==> src/rtl/core/dtwr_pkg.sv <==
package dtwr_pkg;

   // Event kinds carried on the request tuser
   typedef enum logic [1:0] {
      CMD_TICK   = 2'd0,
      CMD_FRAME  = 2'd1,
      CMD_TXDONE = 2'd2,
      CMD_NONE   = 2'd3
   } cmd_type;

   // Actions reported on the response tuser
   typedef enum logic [2:0] {
      ACT_NONE     = 3'd0,
      ACT_RESPONSE = 3'd1,
      ACT_INFO     = 3'd2,
      ACT_REARM    = 3'd3,
      ACT_ERROR    = 3'd4,
      ACT_TIMEOUT  = 3'd5
   } act_type;

   // Exchange state, one-hot
   typedef enum logic [2:0] {
      PH_IDLE       = 3'b001,
      PH_WAIT_TX    = 3'b010,
      PH_WAIT_FINAL = 3'b100
   } phase_type;

   // Register index, taken from paddr[4:2]
   typedef enum logic [2:0] {
      REG_NODE_ID       = 3'd0,
      REG_INITIATOR_ID  = 3'd1,
      REG_SINGLE_PAIR   = 3'd2,
      REG_DEBUG_TARGET  = 3'd3,
      REG_FINAL_TIMEOUT = 3'd4
   } reg_idx_type;

   localparam logic [7:0]  STAGE_POLL  = 8'd1;
   localparam logic [7:0]  STAGE_FINAL = 8'd3;

   localparam logic [7:0]  NODE_ID_RST       = 8'd2;
   localparam logic [7:0]  INITIATOR_ID_RST  = 8'd1;
   localparam logic        SINGLE_PAIR_RST   = 1'b0;
   localparam logic [7:0]  DEBUG_TARGET_RST  = 8'd2;
   localparam logic [15:0] FINAL_TIMEOUT_RST = 16'd250;

   localparam int CSR_ADDR_W  = 5;
   localparam int CSR_DATA_W  = 32;
   localparam int REQ_TDATA_W = 72;
   localparam int RSP_TDATA_W = 72;

   typedef struct packed {
      logic [7:0]  node_id;
      logic [7:0]  initiator_id;
      logic        single_pair_mode;
      logic [7:0]  debug_target_id;
      logic [15:0] final_timeout_ticks;
   } cfg_type;

   // Only the low 32 bits of a timestamp reach any result
   typedef struct packed {
      cmd_type     cmd;
      logic        rx_ok;
      logic        error_frame;
      logic [7:0]  sender;
      logic [7:0]  destination;
      logic [7:0]  frame_stage;
      logic [31:0] ts_low;
   } item_type;

endpackage

==> src/rtl/core/dtwr_csr.sv <==
module dtwr_csr (
   input  logic                                clock,
   input  logic                                reset,
   input  logic                                csr_psel,
   input  logic                                csr_penable,
   input  logic                                csr_pwrite,
   input  logic [dtwr_pkg::CSR_ADDR_W-1:0]     csr_paddr,
   input  logic [dtwr_pkg::CSR_DATA_W-1:0]     csr_pwdata,
   output logic [dtwr_pkg::CSR_DATA_W-1:0]     csr_prdata,
   output logic                                csr_pready,
   output dtwr_pkg::cfg_type                   cfg
);

   dtwr_pkg::cfg_type     cfg_ff;
   dtwr_pkg::cfg_type     cfg_in;
   dtwr_pkg::reg_idx_type idx;
   logic                  wr_en;

   assign csr_pready = 1'b1;
   assign idx        = dtwr_pkg::reg_idx_type'(csr_paddr[4:2]);
   assign wr_en      = csr_psel && csr_penable && csr_pwrite && csr_pready;

   // Decode the write
   always_comb begin
      cfg_in = cfg_ff;
      if (wr_en) begin
         case (idx)
            dtwr_pkg::REG_NODE_ID:       cfg_in.node_id             = csr_pwdata[7:0];
            dtwr_pkg::REG_INITIATOR_ID:  cfg_in.initiator_id        = csr_pwdata[7:0];
            dtwr_pkg::REG_SINGLE_PAIR:   cfg_in.single_pair_mode    = csr_pwdata[0];
            dtwr_pkg::REG_DEBUG_TARGET:  cfg_in.debug_target_id     = csr_pwdata[7:0];
            dtwr_pkg::REG_FINAL_TIMEOUT: cfg_in.final_timeout_ticks = csr_pwdata[15:0];
            default: ;
         endcase
      end
   end

   always_ff @(posedge clock) begin
      if (reset) begin
         cfg_ff.node_id             <= dtwr_pkg::NODE_ID_RST;
         cfg_ff.initiator_id        <= dtwr_pkg::INITIATOR_ID_RST;
         cfg_ff.single_pair_mode    <= dtwr_pkg::SINGLE_PAIR_RST;
         cfg_ff.debug_target_id     <= dtwr_pkg::DEBUG_TARGET_RST;
         cfg_ff.final_timeout_ticks <= dtwr_pkg::FINAL_TIMEOUT_RST;
      end else begin
         cfg_ff <= cfg_in;
      end
   end

   // Read back
   always_comb begin
      case (idx)
         dtwr_pkg::REG_NODE_ID:       csr_prdata = {24'd0, cfg_ff.node_id};
         dtwr_pkg::REG_INITIATOR_ID:  csr_prdata = {24'd0, cfg_ff.initiator_id};
         dtwr_pkg::REG_SINGLE_PAIR:   csr_prdata = {31'd0, cfg_ff.single_pair_mode};
         dtwr_pkg::REG_DEBUG_TARGET:  csr_prdata = {24'd0, cfg_ff.debug_target_id};
         dtwr_pkg::REG_FINAL_TIMEOUT: csr_prdata = {16'd0, cfg_ff.final_timeout_ticks};
         default:                     csr_prdata = '0;
      endcase
   end

   assign cfg = cfg_ff;

endmodule

==> src/rtl/core/ds_twr_responder.sv <==
// Channel  | Dir | Handshake              | Payload
// req_     | in  | req_tvalid/req_tready  | tuser cmd; tdata events fields, 72 bits
// rsp_     | out | rsp_tvalid/rsp_tready  | tuser action; tdata peer, round, reply
// csr_     | in  | APB psel/penable       | 5 registers at 4*i, 32-bit data
//
// One beat per cycle sustained while rsp_ is not stalled; each request beat passes
// through the input register, then the result register loaded by the event decode.
// The exchange state updates in the same cycle as the result register, so the next
// beat always sees it. Reset is synchronous.
// A stalled rsp_ side holds its beat; the input register still takes one more
// request, after which req_tready follows rsp_tready.
module ds_twr_responder (
   input  logic                                 clock,
   input  logic                                 reset,
   // request stream
   input  logic                                 req_tvalid,
   output logic                                 req_tready,
   // [0] rx_ok, [1] error_frame, [9:2] sender, [17:10] destination,
   // [25:18] frame_stage, [65:26] timestamp, [71:66] zero
   input  logic [dtwr_pkg::REQ_TDATA_W-1:0]     req_tdata,
   // [1:0] cmd
   input  logic [1:0]                           req_tuser,
   // response stream
   output logic                                 rsp_tvalid,
   input  logic                                 rsp_tready,
   // [7:0] peer, [39:8] round_time, [71:40] reply_time
   output logic [dtwr_pkg::RSP_TDATA_W-1:0]     rsp_tdata,
   // [2:0] action
   output logic [2:0]                           rsp_tuser,
   // configuration
   input  logic                                 csr_psel,
   input  logic                                 csr_penable,
   input  logic                                 csr_pwrite,
   input  logic [dtwr_pkg::CSR_ADDR_W-1:0]      csr_paddr,
   input  logic [dtwr_pkg::CSR_DATA_W-1:0]      csr_pwdata,
   output logic [dtwr_pkg::CSR_DATA_W-1:0]      csr_prdata,
   output logic                                 csr_pready
);

   dtwr_pkg::cfg_type   cfg;

   // input register
   logic                s1_valid_ff, s1_valid_in;
   dtwr_pkg::item_type  s1_item_ff, s1_item_in;

   // result register
   logic                rsp_valid_ff, rsp_valid_in;
   dtwr_pkg::act_type   rsp_act_ff, rsp_act_in;
   logic [7:0]          rsp_peer_ff, rsp_peer_in;
   logic signed [31:0]  rsp_round_ff, rsp_round_in;
   logic signed [31:0]  rsp_reply_ff, rsp_reply_in;

   // exchange state
   dtwr_pkg::phase_type phase_ff, phase_in;
   logic [7:0]          peer_ff, peer_in;
   logic [31:0]         poll_rx_ff, poll_rx_in;
   logic [31:0]         resp_tx_ff, resp_tx_in;
   logic [31:0]         saved_reply_ff, saved_reply_in;
   logic [15:0]         wait_ff, wait_in;

   logic                req_fire;
   logic                out_free;
   logic                s1_fire;
   logic                blocked;

   dtwr_csr u_csr (
      .clock       (clock),
      .reset       (reset),
      .csr_psel    (csr_psel),
      .csr_penable (csr_penable),
      .csr_pwrite  (csr_pwrite),
      .csr_paddr   (csr_paddr),
      .csr_pwdata  (csr_pwdata),
      .csr_prdata  (csr_prdata),
      .csr_pready  (csr_pready),
      .cfg         (cfg)
   );

   // Flow control
   assign out_free   = !rsp_valid_ff || rsp_tready;
   assign s1_fire    = s1_valid_ff && out_free;
   assign req_tready = !s1_valid_ff || out_free;
   assign req_fire   = req_tvalid && req_tready;

   // Unpack the request beat
   always_comb begin
      s1_item_in.cmd         = dtwr_pkg::cmd_type'(req_tuser);
      s1_item_in.rx_ok       = req_tdata[0];
      s1_item_in.error_frame = req_tdata[1];
      s1_item_in.sender      = req_tdata[9:2];
      s1_item_in.destination = req_tdata[17:10];
      s1_item_in.frame_stage = req_tdata[25:18];
      s1_item_in.ts_low      = req_tdata[57:26];
   end

   assign s1_valid_in  = req_fire ? 1'b1 : (s1_fire ? 1'b0 : s1_valid_ff);
   assign rsp_valid_in = s1_fire ? 1'b1 : (rsp_tready ? 1'b0 : rsp_valid_ff);

   assign blocked = cfg.single_pair_mode && (cfg.node_id != cfg.debug_target_id);

   // Decode one event against the exchange state
   always_comb begin
      rsp_act_in     = dtwr_pkg::ACT_NONE;
      rsp_peer_in    = 8'd0;
      rsp_round_in   = '0;
      rsp_reply_in   = '0;
      phase_in       = phase_ff;
      peer_in        = peer_ff;
      poll_rx_in     = poll_rx_ff;
      resp_tx_in     = resp_tx_ff;
      saved_reply_in = saved_reply_ff;
      wait_in        = wait_ff;
      if (!blocked) begin
         case (s1_item_ff.cmd)
            dtwr_pkg::CMD_TICK: begin
               if (phase_ff == dtwr_pkg::PH_WAIT_FINAL) begin
                  if (wait_ff >= cfg.final_timeout_ticks) begin
                     rsp_act_in  = dtwr_pkg::ACT_TIMEOUT;
                     rsp_peer_in = peer_ff;
                     phase_in    = dtwr_pkg::PH_IDLE;
                     peer_in     = 8'd0;
                     wait_in     = 16'd0;
                  end else begin
                     wait_in = 16'(wait_ff + 16'd1);
                  end
               end
            end
            dtwr_pkg::CMD_TXDONE: begin
               if (phase_ff == dtwr_pkg::PH_WAIT_TX) begin
                  resp_tx_in     = s1_item_ff.ts_low;
                  saved_reply_in = s1_item_ff.ts_low - poll_rx_ff;
                  phase_in       = dtwr_pkg::PH_WAIT_FINAL;
                  wait_in        = 16'd0;
               end
            end
            dtwr_pkg::CMD_FRAME: begin
               if (!s1_item_ff.rx_ok || s1_item_ff.error_frame) begin
                  rsp_act_in = dtwr_pkg::ACT_ERROR;
                  phase_in   = dtwr_pkg::PH_IDLE;
                  peer_in    = 8'd0;
                  wait_in    = 16'd0;
               end else if (s1_item_ff.destination != cfg.node_id) begin
                  rsp_act_in = dtwr_pkg::ACT_REARM;
               end else if (cfg.single_pair_mode &&
                            (s1_item_ff.sender != cfg.initiator_id)) begin
                  rsp_act_in = dtwr_pkg::ACT_REARM;
               end else begin
                  case (phase_ff)
                     dtwr_pkg::PH_IDLE: begin
                        if (s1_item_ff.frame_stage != dtwr_pkg::STAGE_POLL) begin
                           rsp_act_in = dtwr_pkg::ACT_REARM;
                        end else begin
                           rsp_act_in  = dtwr_pkg::ACT_RESPONSE;
                           rsp_peer_in = s1_item_ff.sender;
                           peer_in     = s1_item_ff.sender;
                           poll_rx_in  = s1_item_ff.ts_low;
                           phase_in    = dtwr_pkg::PH_WAIT_TX;
                        end
                     end
                     dtwr_pkg::PH_WAIT_FINAL: begin
                        if ((s1_item_ff.sender != peer_ff) ||
                            (s1_item_ff.frame_stage != dtwr_pkg::STAGE_FINAL)) begin
                           rsp_act_in = dtwr_pkg::ACT_ERROR;
                        end else begin
                           rsp_act_in   = dtwr_pkg::ACT_INFO;
                           rsp_peer_in  = peer_ff;
                           rsp_round_in = s1_item_ff.ts_low - resp_tx_ff;
                           rsp_reply_in = saved_reply_ff;
                        end
                        phase_in = dtwr_pkg::PH_IDLE;
                        peer_in  = 8'd0;
                        wait_in  = 16'd0;
                     end
                     default: begin
                        // frame while the response is still going out
                        rsp_act_in = dtwr_pkg::ACT_ERROR;
                        phase_in   = dtwr_pkg::PH_IDLE;
                        peer_in    = 8'd0;
                        wait_in    = 16'd0;
                     end
                  endcase
               end
            end
            default: ;
         endcase
      end
   end

   // Control registers
   always_ff @(posedge clock) begin
      if (reset) begin
         s1_valid_ff  <= 1'b0;
         rsp_valid_ff <= 1'b0;
         phase_ff     <= dtwr_pkg::PH_IDLE;
         peer_ff      <= 8'd0;
         wait_ff      <= 16'd0;
      end else begin
         s1_valid_ff  <= s1_valid_in;
         rsp_valid_ff <= rsp_valid_in;
         if (s1_fire) begin
            phase_ff <= phase_in;
            peer_ff  <= peer_in;
            wait_ff  <= wait_in;
         end
      end
   end

   // Payload registers
   always_ff @(posedge clock) begin
      if (req_fire) begin
         s1_item_ff <= s1_item_in;
      end
      if (s1_fire) begin
         rsp_act_ff     <= rsp_act_in;
         rsp_peer_ff    <= rsp_peer_in;
         rsp_round_ff   <= rsp_round_in;
         rsp_reply_ff   <= rsp_reply_in;
         poll_rx_ff     <= poll_rx_in;
         resp_tx_ff     <= resp_tx_in;
         saved_reply_ff <= saved_reply_in;
      end
   end

   assign rsp_tvalid = rsp_valid_ff;
   assign rsp_tdata  = {rsp_reply_ff, rsp_round_ff, rsp_peer_ff};
   assign rsp_tuser  = rsp_act_ff;

   // Times are only reported with ranging info
   a_times_only_info: assert property (@(posedge clock) disable iff (reset)
      (rsp_valid_ff && (rsp_act_ff != dtwr_pkg::ACT_INFO)) |->
      ((rsp_round_ff == 32'sd0) && (rsp_reply_ff == 32'sd0)))
      else $error("round or reply time set on a non-info result");

   // A response request leaves the exchange waiting for transmit done
   a_resp_wait_tx: assert property (@(posedge clock) disable iff (reset)
      (s1_fire && (rsp_act_in == dtwr_pkg::ACT_RESPONSE)) |=>
      (phase_ff == dtwr_pkg::PH_WAIT_TX))
      else $error("response sent without entering wait for transmit done");

   // Backpressure only while the input register holds a beat
   a_ready_when_empty: assert property (@(posedge clock) disable iff (reset)
      !req_tready |-> s1_valid_ff)
      else $error("request stalled with empty input register");

   // A held beat in the input register stays put until it moves on
   a_s1_hold: assert property (@(posedge clock) disable iff (reset)
      (s1_valid_ff && !out_free) |=> (s1_valid_ff && $stable(s1_item_ff)))
      else $error("input register lost a stalled beat");

   // Info results carry the stored peer and leave the exchange idle, with peer and wait cleared
   a_info_from_final: assert property (@(posedge clock) disable iff (reset)
      (s1_fire && (rsp_act_in == dtwr_pkg::ACT_INFO)) |=>
      ((phase_ff == dtwr_pkg::PH_IDLE) && (peer_ff == 8'd0) && (wait_ff == 16'd0)))
      else $error("exchange not closed after ranging info");

endmodule
==> config.mk <==
export PLATFORM = sky130hd
export DESIGN_NAME = ds_twr_responder
export DESIGN_NICKNAME = d
export VERILOG_FILES = /design/src/rtl/core/dtwr_pkg.sv /design/src/rtl/core/dtwr_csr.sv /design/src/rtl/core/ds_twr_responder.sv
export SDC_FILE = /design/constraint.sdc
export NUM_CORES = 1
export LEC_CHECK = 0
export CAP_MARGIN = 20
export CORE_MARGIN = 1.5
export CORE_UTILIZATION = 55
export DETAILED_ROUTE_END_ITERATION = 7
export DONT_BUFFER_PORTS = 1
export PLACE_DENSITY = 0.67
export SLEW_MARGIN = 5
export SYNTH_ARGS = -nofsm -noshare
export SYNTH_HDL_FRONTEND = slang
export SYNTH_SLANG_ARGS = --single-unit
export TNS_END_PERCENT = 20
==> constraint.sdc <==
create_clock -name clock -period 10.3 [get_ports clock]
set_clock_uncertainty 0.05 [all_clocks]
set_input_delay 1.03 -clock clock [delete_from_list [all_inputs] [get_ports clock]]
set_output_delay 1.03 -clock clock [all_outputs]
set_load 0.05 [all_outputs]
Yosys cells after proc, flatten, opt, wreduce, memory -nomap -nowiden
Index checks and enable logic that the tools add are counted.
Operators by class
  add/subtract/negate cells: 3
  order comparisons: 1
  eq/ne operators: 22
  mux-type cells: 48
  bitwise gates (word level): 7
  reduce and logical (&&, ||, !) cells: 30
Operator list (count)
  2-to-1 mux 16 bit: 7
  2-to-1 mux 8 bit: 14
  case mux 16 bit (5 select lines): 1
  subtractor 32 bit: 2
  case mux 16 bit (3 select lines): 1
  case mux 8 bit (2 select lines): 3
  2-to-1 mux 3 bit: 14
  inequality test 8 bit: 4
  AND reduction 8 bit: 3
  adder 16 x 1 -> 16 bit (second input constant): 1
  greater-or-equal comparator 16 bit: 1
  case mux 3 bit (2 select lines): 2
  AND reduction 2 bit: 5
  == test 3 x 2 -> 1 bit (second input constant): 3
  inequality test 3 bit (second input constant): 3
  case mux 3 bit (3 select lines): 1
  AND reduction 9 bit: 1
  inequality test 8 x 1 -> 1 bit (second input constant): 1
  inequality test 8 x 2 -> 1 bit (second input constant): 1
  NOT 1 bit: 7
  OR reduction 7 bit: 1
  == test 3 x 1 -> 1 bit (second input constant): 2
  == test 3 bit (second input constant): 2
  logical AND 1 bit: 6
  other kinds (13): 25
Storage, ports and cells
  register bits after elaboration: 301
  input port bits: 118
  output and inout port bits: 110
  word-level logic and storage cells: 135

Logic depth before layout (Yosys ltp)
Gate-level depths: netlist (run 1).
  depth in word-level cells: 8
  depth in mapped cells: 12
  gate-level depth less buffers: 12

Modules after synthesis
Synthesis (run 1) repeated with hierarchy kept, for this count alone.
Unflattened totals
  cell total of the unflattened synthesis: 1389
  area total of the unflattened synthesis: 15481.1 µm²
Modules (own cells, without submodules)
  ds_twr_responder: instances 1, cells an instance 1135, area each 13276.5 µm², seq. area each 7517.2 µm²
  dtwr_csr: instances 1, cells an instance 254, area each 2204.6 µm², seq. area each 820.8 µm²

Worst setup path before layout (run 1)
Ideal clock, no wire load.
  path kind: in2reg
  start: input port rsp_tready
  end: register resp_tx_ff[0], enable pin
  library setup time: 486 ps
  data arrival time: 7624 ps
  required time: 9764 ps
  setup slack: 2140 ps
  stages: 4
  buffers on the path: 0
  path through: nor2b_1 -> nor2b_1 -> nand2_1 -> nor2_1
On the way
  word-level cells in the longest chain between the ends: 3
Ends and longest elaborated chain
  start, declared: RTL line ds_twr_responder.sv:25  | input logic rsp_tready,
  logical OR 1 bit: RTL line ds_twr_responder.sv:80  | assign out_free = !rsp_valid_ff || rsp_tready;
  logical AND 1 bit: RTL line ds_twr_responder.sv:81  | assign s1_fire = s1_valid_ff && out_free;
  AND reduction 4 bit (no line)
  end signal, assigned: RTL line ds_twr_responder.sv:219  | resp_tx_ff <= resp_tx_in;
  end, declared: RTL line ds_twr_responder.sv:57  | logic [31:0] resp_tx_ff, resp_tx_in;
Every way passes these cells.
A chain may end at the register's enable or synchronous reset.

Worst setup path in the final report (run 1)
  start: input port csr_paddr[3] (netlist name)
  end: output port csr_prdata[6] (netlist name)
On the way
  word-level cells in the longest chain between the ends: 2
  elaborated cells on any way between the ends: 6
  those cells by class: eq/ne (4); mux (1); reduce/logical (1)
Ends and longest elaborated chain
  start, declared: RTL line ds_twr_responder.sv:34  | input logic [dtwr_pkg::CSR_ADDR_W-1:0] csr_paddr,
  == test 3 bit (tied with other cells): RTL line dtwr_csr.sv:52  | case (idx)
  case mux 16 bit (5 select lines) *: RTL line dtwr_csr.sv:52
  end, declared: RTL line ds_twr_responder.sv:36  | output logic [dtwr_pkg::CSR_DATA_W-1:0] csr_prdata,
Mark *: on every way between the ends. The rest lies on a longest branch, timed or not.

==> results of run 1 <==
[synthesized netlist by cell type (all sizes together), types with 4 or more instances]
| library cell | n |
|---|---|
| a22o | 8 |
| nor4 | 4 |
| o211ai | 10 |
| and3 | 16 |
| inv | 97 |
| nand4 | 25 |
| and2 | 49 |
| a211oi | 7 |
| o21ai | 37 |
| edfxtp | 231 |
| nand2b | 17 |
| xnor2 | 76 |
| nand2 | 69 |
| xor2 | 27 |
| nor3 | 11 |
| a21oi | 75 |
| nand3 | 11 |
| nor2 | 133 |
| buf | 22 |
| a221oi | 4 |
| ha | 83 |
| clkbuf | 24 |
| a21o | 41 |
| dfxtp | 70 |
| a31oi | 8 |
| o21a | 11 |
| a211o | 11 |
| nor2b | 10 |
| mux2i | 42 |
[state kept, by name (all words and copies together), names as in the netlist, 16 cells and up]
register        cells
u_csr.cfg          41
resp_tx_ff         32
poll_rx_ff         32
rsp_reply_ff       32
s1_item_ff         60
saved_reply_ff     32
wait_ff            16
rsp_round_ff       32
[logic make-up after synthesis]
| logic type | count (synthesis) | synth area share |
|---|---|---|
| xor gates and xnor gates | 103 | 0.0610 |
| buffers and inverters | 143 | 0.0409 |
| and+or+nand+nor | 362 | 0.120 |
| adders and majority gates | 85 | 0.0729 |
| other | 2 | 0.000508 |
| DFF | 301 | 0.564 |
| AOI/OAI and AO/OA | 239 | 0.113 |
| muxes | 42 | 0.0284 |
[metal layers]
metal | vias to the layer above | GRT usage | share of wire
li1 | 4545 | - | -
met2 | 248 | 0.357 | 0.48
met1 | 4412 | 0.279 | 0.44
met5 | - | 0 | 0
met3 | 48 | 0.0399 | 0.055
met4 | 0 | 0.0648 | 0.022
[layout make-up]
| class | instances | area share |
|---|---|---|
| Antenna cell | 1 | 0.000154 |
| Timing Repair Buffer | 7 | 0.00322 |
| Multi-Input combinational cell | 848 | 0.365 |
| Inverter | 97 | 0.0223 |
| Sequential cell | 301 | 0.511 |
| Clock buffer | 43 | 0.0556 |
| Clock inverter | 17 | 0.0168 |
| Tap cell | 335 | 0.0257 |
[power by group through the flow]
stage	clock network, mW	logic [mW]	registers (mW)
final	1.27	0.168	1.39
after global routing	1.34	0.186	1.40
after CTS	1.30	0.168	1.39
after detailed placement	0	0.167	1.42
after global placement	0	0.165	1.42
after floorplan	0	0.147	1.41
[placed cells by master (no fill, tap or decap), types with 23 or more instances in the layout]
| cell type | count |
|---|---|
| a21oi_1 | 71 |
| inv_1 | 97 |
| o21ai_0 | 23 |
| nand2_1 | 69 |
| clkbuf_16 | 35 |
| xor2_1 | 27 |
| dfxtp_1 | 70 |
| a21o_1 | 41 |
| edfxtp_1 | 231 |
| and2_1 | 48 |
| mux2i_1 | 42 |
| ha_1 | 83 |
| xnor2_1 | 76 |
| nor2_1 | 128 |
| nand4_1 | 25 |
[worst min path at each step]
| stage | from | endpoint | slack (ns) | cells after the start |
|---|---|---|---|---|
| final | u_csr.cfg[10] | u_csr.cfg[10] | 0.42 | 2 |
| after global routing | u_csr.cfg[2] | u_csr.cfg[2] | 0.44 | 2 |
| after CTS | u_csr.cfg[14] | u_csr.cfg[14] | 0.42 | 2 |
| after detailed placement | u_csr.cfg[14] | u_csr.cfg[14] | 0.41 | 2 |
| after global placement | u_csr.cfg[13] | u_csr.cfg[13] | 0.41 | 2 |
| after floorplan | u_csr.cfg[10] | u_csr.cfg[10] | 0.39 | 2 |
[worst max-delay path, stage by stage]
cell and delay, ns:
nor2_1 0.43, and2_1 0.39, nand2_1 0.10, o21ai_1 0.56
[through the flow]
stage | cells | hold slack [ns] | util | cell area [um2]
after floorplan | 1292 | 0.395 | - | 14800
after global placement | 1588 | 0.406 | 0.577 | 15100
after detailed placement | 1588 | 0.412 | 0.577 | 15100
after CTS | 1648 | 0.423 | 0.622 | 16300
after global routing | 1649 | 0.444 | 0.622 | 16300
final | 1649 | 0.419 | 0.622 | 16300
==> impl_summary.md, run 1 <==
Outcome
The run finished with clean final reports.

Layout
In the final layout, the share of cells above drive strength 1 is 0.0693. Summing all multi-input logic gate instances after layout gives 5950 um2. The growth of design area from synthesis to finish is 10.2%. The net count of the finished layout is 1492. In the final layout, flip-flops and latches occupy 8340 um2. The layout has 2064 filler cells.

Synth
Of the synthesized area, sequential elements account for 0.564. The area share of the largest cell type after synthesis is 0.469. The synthesized design contains 301 register bits. The Yosys step of the flow raised 0 warnings. The netlist uses 66 different library cells. The most common flop cell mapped by yosys is edfxtp_1. A synthesized cell averages 11.6 um2. The number of standard cells after synthesis is 1277. In the synthesized netlist the async set-or-reset flop fraction comes to 0. The synthesized area is 14800 um2. By area the synthesized netlist is led by edfxtp_1 (47%), dfxtp_1 (9.5%), ha_1 (7.0%), xnor2_1 (4.5%), nor2_1 (3.3%). Yosys mapped a number of flops with a built-in enable equal to 231.

The cell taking the most area after synthesis is edfxtp_1.

Setup path
For the worst setup path, the data required time is 9.22 ns. The depth of the worst register-to-register path is 12. The kind of start point of the critical path is an input port. The source of the critical timing path is csr_paddr[3]. The worst register-to-register path ends at rsp_round_ff[30]. The startpoint identified for the worst register-to-register timing path is s1_item_ff[0]. The setup check on the worst reg-to-reg path leaves a slack of 6.80 ns. In this run the worst setup path terminates at csr_prdata[6]. The element type at the critical path end is an output port. The startpoint-to-endpoint class of the critical path is input port to output port. The highest net fanout along the worst path is 15. The data arrival time of the critical path is 2.52 ns.

Clock network
The buffer levels on the longest clock path is 3. The maximum level of the CTS H-tree is 2. The CTS tree is done.

The number of hold-repair buffers added at the cts stage is 0. The post-CTS setup repair buffer count is 0. The number of clock buffers added by TritonCTS is 34. The clock tree root buffer cell is clkbuf_16. The clock sink total is 301. The later pin in the worst-skew pair is clocked with a latency of 0.50 ns. The clock transition at the register clock pins on the worst setup and hold paths after CTS is 0.05 ns. In this run, post-CTS repair resized a total of 0 instances.

Pwr
The clock network fraction of total power is 0.448. The combinational fraction of design power is 0.059. The net switching power of the design is 630 uW. Of the total power, registers draw 0.492.

The ratio of total power to cell area is 174 nW/um2. The switching power share of the total is 0.223. The internal portion of total power is 2.20 mW. The worst IR drop on VDD is 0.139 mV. The total design power is 2.83 mW. The leakage power is 6.39 nW.

Detailed routing
The overall via count from detail_route is 9253. Once detail routing completed, the nets flagged for antenna violations numbered 0. The routed wirelength normalized by instance count is 17.8 um.

For this block, the initial DRC count from the detailed router was 472. In the routed design, unresolved DRC markers number 0. The detailed-route vias per instance is 5.61. The length of the first detailed-routing pass in iterations is 5. The total routed wirelength is 29.3 mm.

Placed design
Timing analysis after detailed placement gives a worst setup slack of 6.70 ns. The number of input and output port buffers inserted is 0. The half-perimeter wire length after placement is 20.6 mm. The routability congestion estimate from global placement is 0.900.

Global route
In the global route stage, overall resource usage came out at 0.212. The number of antenna violations at the first check in global routing was 1. The first global-routing pass estimated 47.1 mm of wire. The via count of the first global-routing pass came to 9032.

The global-route congestion overflow total is 0. Entering global routing, the biggest net connects 65 pins.

STA
The number of pins with negative max-slew slack in the final report is 0. After layout, the worst setup slack is 6.70 ns. Based on the critical path, the design can be clocked at up to 278 MHz. Setup total negative slack on the finished layout was measured at 0 ns. Setup repair after global routing left no endpoint under its margin.

The final setup violation count is 0. Dividing the final minimum period by the clock period gives 0.349. The relative slew slack is 0.288. For the pin with the worst max-slew slack, the measured transition is 1.06 ns. The time the worst path needs with I/O delays and setup is 3.60 ns.

The number of failing hold endpoints at the final stage is 0.

Floorplan
The core region is 26200 um2. Row generation in the floorplan step produced 59 rows. The die width is 167 um. In this run the count of I/O pins placed on the die edge is 228. The die height is 167 um.

The starting density of the core is 0.564. The floorplan die area is 27900 um2.

Flow run
The tool flagged a number of max-cap violations equal to 0.

Hold path
In this run the worst hold path is classified as flip-flop to flip-flop.
Power figures use the tool's default switching activity.
==> run 2, diff against run 1 <==
- clock period: 10.3 -> 3.65 ns (I/O delays scaled with it)
==> run 2 against run 1 <==
  * Worst hold slack got worse by 0.40 ns
  * Flip-flop and latch count did not move
  * Combinational power grew to 3.4 times the previous value
  * Power rose to 2.8 times the previous value
  * Sequential power rose to 2.8 times the previous value
  * Final cell count rose by 5.2%
  * Critical path depth is 8 higher
  * Register-to-register slack lost 6.5 ns
  * Critical path type is now flip-flop to flip-flop
==> impl_summary.md, run 2 (same netlist as run 1, synthesis figures left out) <==
STA
The final setup violation count is 0. The post-route clock period utilization is 0.931. Derived from the worst setup path, the maximum achievable clock frequency is 294 MHz. For the pin with the worst max-slew slack, the measured transition is 1.06 ns. The relative slew slack is 0.289. For the finished layout, the period the worst path requires is 3.40 ns. The number of failing hold endpoints at the final stage was 0. The number of pins with negative max-slew slack in the final report came to 0. The final total negative setup slack is 0 ns. Setup repair after global routing left no endpoint under its margin.

Setup path
The worst setup path is launched from a flip-flop. At the worst endpoint, the arrival time is 3.59 ns. The element type at the critical path end is a flip-flop. The startpoint-to-endpoint class of the critical path is flip-flop to flip-flop. The slowest cell on the critical path is a311oi_1. The delay of the slowest critical-path stage is 0.46 ns. The number of buffers and inverters on the critical path is 1. Along the worst path, the maximum fanout reaches 3. The top cell family by delay on the critical path is compound AO/OA/AOI/OAI gates.

The critical path data required time is 3.84 ns. The signal on the critical path passes through inv_1 -> ha_1 -> fa_1 -> nand2b_1 -> a21oi_1 -> o2111ai_2 -> a21oi_2 -> a31oi_4 -> a311oi_1 -> a221o_1 -> a31oi_1 -> xnor2_1.

Pwr
The ratio of total power to cell area is 464 nW/um2. The share of total power dissipated in combinational logic is 0.071. The worst IR drop on VDD is 0.458 mV. The total design power is 7.95 mW.

The clock network fraction of total power is 0.434. Of the total power, the share spent switching nets is 0.227. The analysis attributes to net switching a power of 1.80 mW.

The sequential cell fraction of total power is 0.494. The leakage power is 6.77 nW. The internal power of the cells totals 6.15 mW.

Floorplan
For this configuration, the core starts out at a cell density of 0.564. The die covers 27900 um2. The die width is 167 um.

The die is 167 um tall. During I/O placement, the number of pins put on the boundary was 228. The core footprint is 26200 um2. The count of standard-cell rows is 59.

Detailed routing
The detailed-route vias per instance is 5.53. Summed over all layers, the routed wires come to 30.7 mm. The count of nets left with antenna violations after detail routing is 0.

For this block, wires on met1 add up to 13.7 mm. The detailed router finished its first iteration with 636 violations. The routed wirelength normalized by instance count is 17.7 um. The overall via count from detail_route is 9598. The top layer used by detailed routing is met4. In the routed design, unresolved DRC markers number 0. The first detailed-routing pass ran for 5 iterations. Detailed routing placed a total of 1.41 mm of wire on met3. The routed length on met2 is 14.8 mm.

Clock network
The clock latency of the later-clocked register in the worst-skew pair is 0.50 ns. The clock sink total is 301. The post-CTS setup repair buffer count is 0. The H-tree was split into 2 levels. The clock transition at the register clock pins on the worst setup and hold paths after CTS is 0.06 ns. The buffer levels on the longest clock path is 3. In this run the clock root is driven by a clkbuf_16. The TritonCTS buffer count is 34.

The CTS tree is done.

Layout
In the layout the commonest cells are edfxtp_1 (231), nor2_1 (128), inv_1 (97). The ratio of cells with drive above 1 in the final layout is 0.0708. The number of flip-flops under the largest register name is 60. For this run, the post-layout net count is 1576. The register name with the most flops is s1_item_ff. The most common library cell in the layout ignoring fill and taps is edfxtp_1. The post-layout utilization of the core is 0.654. The growth of design area from synthesis to finish is 15.8%.

Placed design
The routability congestion estimate from global placement is 0.880. The number of input and output port buffers inserted is 0. Detailed placement ended at an HPWL of 21.0 mm.

Global route
Entering global routing, the biggest net connects 76 pins. The total routing usage reported by global routing is 0.225. The global-route congestion overflow total is 0. The number of antenna violations at the first check in global routing is 1. The wire length of the first global-routing pass is 49.7 mm. The via count of the first global-routing pass was 9622.

Hold path
The path class of the tightest hold or removal check is input port to flip-flop.

Flow run
The tool flagged a number of max-cap violations equal to 0.

Outcome
The run finished with clean final reports.
run 2: cell types whose count changed in the layout (fill, tap and decap cells not counted), sizes merged:
cell	before	now
buf	7	13
clkinv	5	15
bufinv	7	4
clkbuf	43	42
inv	99	97
dlygate4sd3	0	78
clkinvlp	3	1
run 2: stage by stage:
stage                     instances  hold WS, ns  setup slack (ns)  instance area [um2]
after floorplan                1292        0.395            0.0828                14900
after global placement         1593        0.391             0.370                15200
after detailed placement       1593        0.392             0.283                15200
after CTS                      1734      0.00162             0.289                17100
after global routing           1735       0.0311             0.138                17100
final                          1735       0.0195             0.251                17100
run 2: power groups by stage:
stage / logic, mW / clock network [mW] / registers (mW)
6_report: 0.567 / 3.45 / 3.93
5_1_grt: 0.624 / 3.66 / 3.94
4_1_cts: 0.567 / 3.54 / 3.93
3_5_place_dp: 0.478 / 0 / 4.00
3_3_place_gp: 0.472 / 0 / 4.00
2_1_floorplan: 0.417 / 0 / 3.98
run 2: final timing paths:
kind / startpoint / to / slack (ns) / depth (start not counted)
max: s1_item_ff[0] / saved_reply_ff[28] / 0.25 / 12
min: reset / phase_ff[0] / 0.02 / 2
max reg2reg: s1_item_ff[0] / saved_reply_ff[28] / 0.25 / 12
min reg2reg: u_csr.cfg[11] / u_csr.cfg[11] / 0.42 / 2
run 2: area by class of cell:
class,count,area [um2]
sequential,301,8340
clock inverter,20,199
antenna,1,2.50
clock buffer,42,955
multi-input combinational,848,5950
inverter,97,364
timing repair buffer,91,903
tap,335,419
fill,1992,9080
run 2: metal layers:
| metal | vias to the layer above | GRT usage |
|---|---|---|
| met5 | - | 0 |
| met4 | 0 | 0.0783 |
| met3 | 46 | 0.0383 |
| met2 | 246 | 0.381 |
| met1 | 4573 | 0.292 |
| li1 | 4733 | - |
run 2: timing repair:
item,in CTS,in global routing
hold buffers,79,0
gates resized for setup,0,0
endpoints found under the hold margin,113,0
==> run 3, diff against run 2 <==
- SYNTH_HIERARCHICAL: not set -> 1
==> run 3 against run 2 <==
  * Largest cell class unchanged
  * Sequential power about the same
  * Synthesized cell count rose by 8.8%
  * First-iteration DRC count grew 2.0%
  * Flip-flop and latch count unchanged
  * Worst setup slack better by 0.33 ns
  * Largest power group unchanged
==> impl_summary.md, run 3 <==
Outcome
The run finished with clean final reports.

Detailed routing
Across all layers, the routed design uses 10600 vias. The detailed-route vias per instance is 5.65. The top layer used by detailed routing is met4. Wires add up to 33.4 mm. The routed metal-1 wire length is 14.9 mm. The routed length on met2 is 15.9 mm.

The detail route stage leaves a number of antenna-violating nets equal to 0. The total met3 wirelength after detailed routing is 1.90 mm. In the routed design, unresolved DRC markers number 0. The initial detailed-routing violation count is 649.

The length of the first detailed-routing pass in iterations is 5. In the final routed layout, each cell accounts on average for 17.9 um.

Placed design
Buffers placed on the I/O ports in this run total 0. The pre-CTS worst setup slack is 0.612 ns. The congestion estimate from routability-driven global placement came to 0.893. Detailed placement finished with a half-perimeter wire length of 22.2 mm.

Clock network
The clock sink total is 301. Clock-pin slew was measured on the worst setup and hold paths at 0.06 ns. In this run, post-CTS hold repair placed 83 buffers. The clock latency of the later-clocked register in the worst-skew pair is 0.51 ns. In this run the number of H-tree levels came out at 2. The buffer levels on the longest clock path is 3. Post-CTS repair changed the size of 0 cells. The post-CTS setup repair buffer count is 0. The CTS tree is done. In this run, CTS created clock tree buffers numbering 34.

The clock tree root buffer cell is clkbuf_16.

Setup path
The worst reg2reg path endpoint is rsp_round_ff[29]. The depth of the worst register-to-register path is 9. The critical path data required time is 3.83 ns. The setup check on the worst reg-to-reg path leaves a slack of 0.58 ns.

The launching point of the worst reg2reg path is s1_item_ff[3]. On the worst path, the slowest cell contributes a delay of 0.67 ns. Traced cell by cell, the critical path runs through ha_1 -> o21a_1 -> o31a_1 -> o211a_1 -> o31a_1 -> o21ai_1 -> a2111oi_0 -> o21ai_0 -> nor3b_1.

The library cell appearing most often on the critical path is o31a_1. At the worst endpoint, the arrival time is 3.25 ns. The critical path starts at s1_item_ff[3]. In this run the worst path has a maximum fanout of 4.

The worst setup path is of the flip-flop to flip-flop kind. The kind of start point of the critical path is a flip-flop. The worst setup path endpoint is rsp_round_ff[29]. The element type at the critical path end is a flip-flop. Among all stages on the critical path, the largest delay is contributed by a2111oi_0.

Floorplan
The initial utilization of the core area, before any placement, comes to 0.559. The total area inside the core boundary comes to 27700 um2. The die width is 171 um.

Pin placement for this block handled 228 I/O pins. The die height is 171 um. In this run the core area contains 61 standard-cell rows.

The floorplan die area is 29200 um2.

STA
Setup violations remaining at the end of the flow were counted as 0. Setup total negative slack on the finished layout was measured at 0 ns. The time the worst path needs with I/O delays and setup is 3.07 ns. At the pin with the least slew margin, the transition time is 1.14 ns.

The number of pins with negative max-slew slack in the final report is 0. The number of failing hold endpoints at the final stage came to 0. Setup repair after global routing left no endpoint under its margin. The relative slew slack is 0.235. Dividing the final minimum period by the clock period gives 0.840. The highest achievable clock rate is 326 MHz. The slack of the critical path is 0.584 ns.

Layout
The net count of the finished layout is 1670. Ranked by flip-flop count, first place goes to s1_item_ff. In the final layout, the multi-input gates occupy 6530 um2. The library cell used most frequently in the layout, excluding fill and tap cells, is edfxtp_1. The ratio of cells with drive above 1 in the final layout is 0.0617. Relative to the synthesized area, the layout overhead comes to 15.5%. The register with the most flip-flops in the layout has 60 of them. 0 antenna diodes ended up in the layout.

The layout has 2180 filler cells. The top cell types in the final layout, fill and taps aside, are edfxtp_1 (231), nor2_1 (110), inv_1 (92). The area occupied by registers is 8340 um2.

Global route
The total routing usage reported by global routing is 0.230. The via count of the first global-routing pass is 10100. Entering global routing, the biggest net connects 58 pins.

The number of antenna violations at the first check in global routing was 0. The first global-routing pass estimated 52.6 mm of wire. For this run the aggregate overflow at the end of global routing stands at 0.

Synth
By area the synthesized netlist is led by edfxtp_1 (45%), dfxtp_1 (9.1%), ha_1 (6.7%), xor2_1 (2.8%), a21oi_1 (2.7%). By count the netlist is led by edfxtp_1 (231), nor2_1 (110), inv_1 (93). The number of distinct library cell variants in the gate-level netlist after synthesis is 76.

The synthesis warning total is 6. The most common flop cell mapped by yosys is edfxtp_1. Of the synthesized area, sequential elements account for 0.539. The cell taking the most area after synthesis is edfxtp_1. The area share of the largest cell type after synthesis is 0.448. The synthesized design contains 231 enable-type register cells. In this run the cell area of the synthesized design comes to 15500 um2. The most numerous cell in the Yosys netlist is edfxtp_1.

The mean cell area of the mapped netlist is 11.1 um2. The number of standard cells after synthesis is 1389. The register bit count reported by yosys is 301.

Counting flops with an async set or reset pin after synthesis yields a share of 0.

Pwr
The worst IR drop on VDD is 0.445 mV. Power spread over the standard cell area amounts to 460 nW/um2. The leakage power is 6.97 nW.

Hold path
The class of the most critical hold timing path is input port to flip-flop.

Flow run
The number of violations of the max-capacitance limit is 0.
## run 3: cell types whose count changed in the layout (fill, tap and decap cells not counted), sizes merged, moves of 22 or more
cell / before / now
nand2: 69 / 42
nand2b: 17 / 47
nand3: 11 / 49
o21ai: 37 / 59
xnor2: 76 / 39
xor2: 27 / 49
## run 3: logic make-up (layout without fill, tap and decap cells)
group / after synthesis / after routing / share of synthesized area
buf+inv: 159 / 247 / 0.0450
simple gates: 427 / 427 / 0.150
xor+xnor: 88 / 88 / 0.0498
flops: 301 / 301 / 0.539
compound gates: 293 / 293 / 0.124
other cells: 2 / 17 / 0.000485
mux: 34 / 34 / 0.0220
fa+ha+maj: 85 / 85 / 0.0697
## run 3: how the worst min path moves through the flow
stage | start | endpoint | slack, ns | cells past startpoint
detailed placement | reset | peer_ff[7] | 0.39 | 1
CTS | reset | u_csr/cfg[9] | 0.002 | 2
global placement | reset | peer_ff[2] | 0.39 | 1
floorplan | reset | peer_ff[0] | 0.38 | 1
global route | reset | u_csr/cfg[2] | 0.006 | 2
finish | csr_pwdata[6] | u_csr/cfg[6] | 0.01 | 2
## run 3: through the flow
step,utilization,hold slack [ns],power (mW),cell area [um2],cells
after global routing,0.645,0.00649,8.50,17900,1870
after global placement,0.570,0.389,4.51,15800,1726
after floorplan,-,0.384,4.43,15600,1404
final,0.645,0.00969,8.23,17900,1870
after detailed placement,0.570,0.391,4.52,15800,1726
after CTS,0.645,0.00151,8.30,17900,1870
## run 3: final cells by class
class,count,share of cell area
clock buffers,48,0.0563
clock inverters,13,0.0122
inverters,93,0.0196
multi-input cells,944,0.365
flip-flops and latches,301,0.466
well taps,378,0.0265
repair buffers,93,0.0538
## run 3: where the power goes
group	internal [mW]	switching (mW)
registers	3.77	0.154
clock network	2.35	1.33
logic	0.252	0.370
total	6.37	1.85
## run 3: critical path: cells and delay by family (launching register included)
family / cells / cell delay [ns]
AO/OA/AOI/OAI: 7 / 1.75
AND/OR/NAND/NOR: 1 / 0.18
adder cells (fa/ha/maj): 1 / 0.37
flip-flops: 1 / 0.45
## run 3: metal layers
metal	track usage	up-vias
met5	0	-
met4	0.0735	0
met3	0.0435	49
met2	0.380	300
met1	0.307	5051
li1	-	5157
